===== config.mk =====
export PLATFORM = sky130hd
export DESIGN_NAME = p3d_ctrl
export DESIGN_NICKNAME = d
export VERILOG_FILES = /design/src/p3d_pkg.sv /design/src/p3d_ctrl.sv
export SDC_FILE = /design/constraint.sdc
export NUM_CORES = 1
export LEC_CHECK = 0
export ABC_AREA = 1
export BUFFER_PORTS_ARGS = -buffer_cell sky130_fd_sc_hd__buf_2
export CAP_MARGIN = 10
export CORE_UTILIZATION = 52
export CTS_CLUSTER_SIZE = 28
export DETAILED_ROUTE_END_ITERATION = 8
export PLACE_DENSITY = 0.77
export RECOVER_POWER = 25
export SETUP_SLACK_MARGIN = 0.2
export SLEW_MARGIN = 25
export SYNTH_ARGS = -nofsm -noshare
export SYNTH_HDL_FRONTEND = slang
export SYNTH_SLANG_ARGS = --single-unit

===== constraint.sdc =====
create_clock -name clk -period 1.7 [get_ports clk]
set_clock_uncertainty 0.1 [all_clocks]
set_input_delay 0 -clock clk [delete_from_list [all_inputs] [get_ports clk]]
set_output_delay 0 -clock clk [all_outputs]
set_load 0.02 [all_outputs]

===== src/p3d_pkg.sv =====
// Shared types and constants for the pseudo-3D road segment projector.
`default_nettype none

package p3d_pkg;

  // Configuration write data width, set by the widest register (camera_x)
  localparam int CFG_DATA_W = 21;

  // Register reset values
  localparam logic signed [20:0] CAMERA_X_RST     = 21'sd0;
  localparam logic signed [16:0] CAMERA_Y_RST     = 17'sd1500;
  localparam logic [19:0]        CAMERA_Z_RST     = 20'd0;
  localparam logic [19:0]        TRACK_LENGTH_RST = 20'd320000;
  localparam logic [15:0]        FOCAL_DEPTH_RST  = 16'd55050;
  localparam logic [11:0]        SCREEN_W_RST     = 12'd1024;
  localparam logic [11:0]        SCREEN_H_RST     = 12'd768;
  localparam logic [15:0]        ROAD_WIDTH_RST   = 16'd2000;

  // Configuration register indexes
  typedef enum logic [2:0] {
    REG_CAMERA_X,
    REG_CAMERA_Y,
    REG_CAMERA_Z,
    REG_TRACK_LENGTH,
    REG_FOCAL_DEPTH,
    REG_SCREEN_WIDTH,
    REG_SCREEN_HEIGHT,
    REG_ROAD_WIDTH
  } cfg_reg_t;

  // Projection operations that share the multiplier pair
  typedef enum logic [1:0] {
    OP_X,
    OP_Y,
    OP_W
  } op_t;

  // Controller to datapath commands
  typedef struct packed {
    logic load;
    logic prep;
    logic div_step;
    logic m1_en;
    op_t  m1_op;
    logic m2_en;
    op_t  m2_op;
    logic sat_en;
    op_t  sat_op;
    logic commit;
  } p3d_cmd_t;

  // Datapath to controller status
  typedef struct packed {
    logic dz_ok;
    logic out_free;
  } p3d_sts_t;

endpackage

`default_nettype wire


===== src/p3d_ctrl.sv =====
// Controller state machine: sequences prepare, divide, multiply and commit.
`default_nettype none

module p3d_ctrl #(
  parameter int SCALE_FRAC_BITS = 24
) (
  input  logic                clk,
  input  logic                rst_n,
  input  logic                in_valid,
  output logic                in_stall,
  input  p3d_pkg::p3d_sts_t   sts,
  output p3d_pkg::p3d_cmd_t   cmd
);
  import p3d_pkg::*;

  localparam int CW = $clog2(SCALE_FRAC_BITS);
  localparam logic [CW-1:0] DIV_LAST = CW'(SCALE_FRAC_BITS - 1);
  localparam logic [2:0]    MUL_LAST = 3'd4;

  typedef enum logic [2:0] {
    ST_IDLE,
    ST_PREP,
    ST_DIV,
    ST_MUL,
    ST_FIN
  } state_t;

  state_t        state_r, state_nxt;
  logic [CW-1:0] div_cnt_r, div_cnt_nxt;
  logic [2:0]    mul_cnt_r, mul_cnt_nxt;

  // Map a pipeline slot to its projection operation
  function automatic op_t op_of(input logic [2:0] k);
    op_t o;
    case (k)
      3'd0:    o = OP_X;
      3'd1:    o = OP_Y;
      default: o = OP_W;
    endcase
    return o;
  endfunction

  assign in_stall = (state_r != ST_IDLE);

  // Next state and commands
  always_comb begin
    state_nxt   = state_r;
    div_cnt_nxt = div_cnt_r;
    mul_cnt_nxt = mul_cnt_r;
    cmd         = '0;
    cmd.m1_op   = op_of(mul_cnt_r);
    cmd.m2_op   = op_of(mul_cnt_r - 3'd1);
    cmd.sat_op  = op_of(mul_cnt_r - 3'd2);
    case (state_r)
      ST_IDLE: begin
        if (in_valid) begin
          cmd.load  = 1'b1;
          state_nxt = ST_PREP;
        end
      end
      ST_PREP: begin
        cmd.prep    = 1'b1;
        div_cnt_nxt = '0;
        state_nxt   = ST_DIV;
      end
      ST_DIV: begin
        if (!sts.dz_ok) begin
          state_nxt = ST_FIN;
        end else begin
          cmd.div_step = 1'b1;
          div_cnt_nxt  = div_cnt_r + CW'(1);
          if (div_cnt_r == DIV_LAST) begin
            mul_cnt_nxt = '0;
            state_nxt   = ST_MUL;
          end
        end
      end
      ST_MUL: begin
        cmd.m1_en   = (mul_cnt_r < 3'd3);
        cmd.m2_en   = (mul_cnt_r >= 3'd1) && (mul_cnt_r <= 3'd3);
        cmd.sat_en  = (mul_cnt_r >= 3'd2);
        mul_cnt_nxt = mul_cnt_r + 3'd1;
        if (mul_cnt_r == MUL_LAST) begin
          state_nxt = ST_FIN;
        end
      end
      ST_FIN: begin
        if (sts.out_free) begin
          cmd.commit = 1'b1;
          state_nxt  = ST_IDLE;
        end
      end
      default: begin
        state_nxt = ST_IDLE;
      end
    endcase
  end

  // Hold state and counters
  always_ff @(posedge clk) begin
    if (!rst_n) begin
      state_r   <= ST_IDLE;
      div_cnt_r <= '0;
      mul_cnt_r <= '0;
    end else begin
      state_r   <= state_nxt;
      div_cnt_r <= div_cnt_nxt;
      mul_cnt_r <= mul_cnt_nxt;
    end
  end

endmodule

`default_nettype wire


# --- After elaboration in Yosys (flattened, before gate mapping) ---
# Index checks and enable logic that the tools add are counted.
classes:
  mux: 24
  n_reduce_logical: 11
  n_lt_le_gt_ge: 4
  n_eq_ne: 15
  div: 0
  addsub: 4
  bitwise: 0
  shift: 0
  multipliers: 0
ops:
  columns: ["cell", "count"]
  rows:
  - ["3-bit 2-to-1 mux", 7]
  - ["3-bit one-hot mux with 5 select lines", 1]
  - ["3-bit by 1-bit == test with 1-bit output, second input constant", 4]
  - ["3-bit zero test", 4]
  - ["2-bit one-hot mux with 2 select lines", 3]
  - ["1-bit 2-to-1 mux", 10]
  - ["2-bit inequality test, second input constant", 5]
  - ["5-bit one-hot mux with 2 select lines", 1]
  - ["3-bit by 2-bit == test with 1-bit output, second input constant", 2]
  - ["3-bit == test, second input constant", 2]
  - ["3-bit one-hot mux with 2 select lines", 1]
  - ["5-bit by 1-bit adder with 5-bit output, second input constant", 1]
  - ["5-bit == test, second input constant", 1]
  - ["5-bit 2-to-1 mux", 1]
  - ["4-bit AND reduction", 1]
  - ["2-bit nonzero test", 2]
  - ["3-bit by 1-bit adder with 3-bit output, second input constant", 1]
  - ["3-bit by 1-bit >= comparator with 1-bit output, second input constant", 1]
  - ["3-bit by 2-bit >= comparator with 1-bit output, second input constant", 1]
  - ["3-bit by 2-bit less-or-equal comparator with 1-bit output, second input constant", 1]
  - ["3-bit by 2-bit less-than comparator with 1-bit output, second input constant", 1]
  - ["3-bit inequality test, second input constant", 1]
  - ["3-bit AND reduction", 1]
  - ["3-bit nonzero test", 1]
  - ["other kinds (4)", 4]
totals:
  reg_bits: 11
  out_inout_bits: 14
  latch_bits: 0
  input_bits: 5
  ram_bits: 0
  mem_count: 0
  romBits: 0

# --- Logic depth before layout (Yosys ltp) ---
depth:
  word_depth: 4
  mapped_depth: 9
  ltp_nobuf: 9

# --- Least setup slack after synthesis ---
# OpenSTA, ideal clock, no wires.
synth_path:
  path_kind: "flip-flop to output port"
  startpoint: "reg mul_cnt_r[0]"
  endpoint: "out cmd[5] (netlist name)"
  n_path_buf: 0
  t_arrival_ps: 1345
  setup_slack_ps: 255
  stages_incl_launch_ff: 6
  t_required_ps: 1600
  cell_sequence: "dfxtp_1 > inv_1 > ha_1 > xor2_1 > nor2_1 > nor2_1"
synth_rtl:
  columns: ["element", "line_no", "text"]
  rows:
  - ["start, declared", "p3d_ctrl.sv:30", "logic [2:0] mul_cnt_r, mul_cnt_nxt;"]
  - ["start signal, assigned", "p3d_ctrl.sv:108", "mul_cnt_r <= mul_cnt_nxt;"]
  - ["end, declared", "p3d_ctrl.sv:12", "output p3d_pkg::p3d_cmd_t cmd"]

==> results.md <==
- Worst-skew pair later-pin latency: 260 ps
- Initial drt markers: 24
- First-pass GRT wire length: 3100 um
- Maximum operating frequency: about 0.68 GHz
- # H-tree levels: 1
- Actual slew at the worst max-slew pin: 333 ps
- Max IR drop VDD: 0.758 mV
- Drt first pass iters: 4
- I/O Buffers: 18
- Critical path arrival: approximately 1400 ps
- Vias in the first global route: 786
- Fin cells: 163
- Full die area: 1800 um2
- Post-synth EDFFs: 0
- Ys async rst share: 0
- Clock buffer depth: 2
- Seq cells post-synth: 11
- Clock root cell: clkbuf_4
- Global Route Usage Sum: 0.220
- M2 GR Usage: 0.425
- Hold Vio Cnt, Final: 0
- Nets: 163
- Largest net degree at the start of global routing: 11
- Top cells by count, synth: 19 x inv_1, 16 x nand2_1, 14 x nor2_1
- Met1 usage: 0.243
- Final period util: 0.867
- Layout cell share with drive strength beyond 1: 0.354
- CP endpoint kind: output pin
- Synth area leader: dfxtp_1
- Synth unique cells: 24
- RSZ-0062 raised after global routing: true
- Critical Path RT: 1600 ps
- Cell Rows: 14
- Final Critical Period: 1470 ps
- CTS buffer count: 3
- ANT cells: 0
- GRT overflow: 0
- Seq/Total Area, Yosys: 0.259
- Leakage power: 0.483 nW
- Syn Inst Count: ~120
- DRC Markers: 0
- Initial antenna violation count: 0
- HP Class: input port to flop
- Via/cell ratio: roughly 5.2
- Final setup vio count: 0
- DR vias: 853
- Synth Area per Inst: 6.85 um2
- Hpwl dp: 1380 um
- Max Cap Viol: 0
- Dominant synthesized flop cell: dfxtp_1
- GR Layer Usage met3: 0.0388
- Synth Warn #: 0
- Outcome: finished clean
- Grt peak-use layer: met2
- Area contributors post-synth: dfxtp_1 26%, ha_1 15%, inv_1 8.4%
- CTS clock-pin slew for the worst setup and hold paths: 70 ps
- Setup TNS: 0 ps
- Die height: 42.4 um
- Initial core utilization: 0.557
- IO Pins: 19
- Core Area: 1520 um2
- Final ANT Viol Nets: 0
- Type of the worst setup path: flop to output pin
- RD Place Congestion: 0.817
- Synth top area share: 0.259
- Syn Std Cell Area: 850 um2
- Top-count cell post-synth: inv_1
- Clock sink count: 11
- Chip width: 42.4 um
- Critical-path maximum fanout: 5
- WL/cell: 10.8 um
- Max-slew headroom: 0.778
- Critical Path Start Type: flop
- Drt total wl: 1760 um
- CTS tree: done
- Area Growth Syn to Fin: 24.9%
- Slew Viols, Final: 0
- Syn_nets: 139
- Power Density: 1070 nW/um2
- Placed insts: 157
[cell families (layout without fill, tap and decap cells)]
kind of cell | Yosys count | in the layout | share of synthesized area
buf+inv | 25 | 48 | 0.112
simple gates | 55 | 55 | 0.337
compound gates | 22 | 22 | 0.134
xor+xnor | 1 | 1 | 0.0103
fa+ha+maj | 10 | 10 | 0.147
flops | 11 | 11 | 0.259
[final timing paths]
kind / to / slack, ps / start / depth (start not counted)
worst max-delay path: cmd[5] / 230 / mul_cnt_r[0] / 6
worst min-delay path: state_r[2] / 5 / sts[0] / 4
worst max register to register: div_cnt_r[1] / 250 / state_r[2] / 7
worst min register to register: mul_cnt_r[1] / 420 / mul_cnt_r[1] / 2
[critical path: stages (launching register included)]
cell     delay, ps
dfxtp_4        400
inv_6           50
ha_4           160
xor2_2         170
nor2_1         120
nor2_1          50
buf_4          150
[power by group]
group / internal [mW] / total (mW) / switching (mW)
Clock: 0.0907 / 0.182 / 0.0910
Combinational: 0.183 / 0.563 / 0.380
Sequential: 0.314 / 0.387 / 0.0728
[placed cells by master (no fill, tap or decap), drive strengths merged]
master	Yosys	final
buf	1	16
inv	24	24
o21ai	9	9
nand4	1	1
nor3	4	4
nor4	1	1
xor2	1	1
ha	10	10
nor2	19	19
dfxtp	11	11
nand2	20	20
nand3b	1	1
a21oi	13	13
nand3	9	9
dlygate4sd3	0	1
clkbuf	0	7
[layout make-up]
type	count	area [um2]
Timing Repair Buffer	20	120
Clock buffer	4	26.3
Fill cell	137	463
Sequential cell	11	234
Tap cell	16	20.0
Multi-Input combinational cell	88	563
Inverter	24	97.6
[repair_timing]
item / CTS / global route
pin swaps: 2 / 3
gates resized for setup: 10 / 22
buffers inserted: 0 / 1
endpoints found under the hold margin: 6 / 0
hold buffers: 1 / 0
endpoints found under the setup margin: 8 / 7
[flip-flops by register name (all words and copies together) (netlist names)]
name	flops
div_cnt_r	5
state_r	3
mul_cnt_r	3
[routing by layer]
metal  routed length [um]  vias to the layer above
li1                     -                      444
met1                  763                      388
met2                  917                       19
met3                   63                        2
met4                   10                        0
met5                    0                        -
[stage by stage]
step                 util  cell area [um2]  hold WS [ps]  worst slack [ps]  total power [mW]
finish              0.696             1060          5.27               226              1.13
global route        0.696             1060          57.3               104              1.22
CTS                 0.662             1010          12.4               166              1.14
detailed placement  0.626              955           221               292             0.952
global placement    0.626              955           206               292             0.934
floorplan               -              850          16.3               255             0.810
No activity file was read; power rests on OpenSTA's default activity.
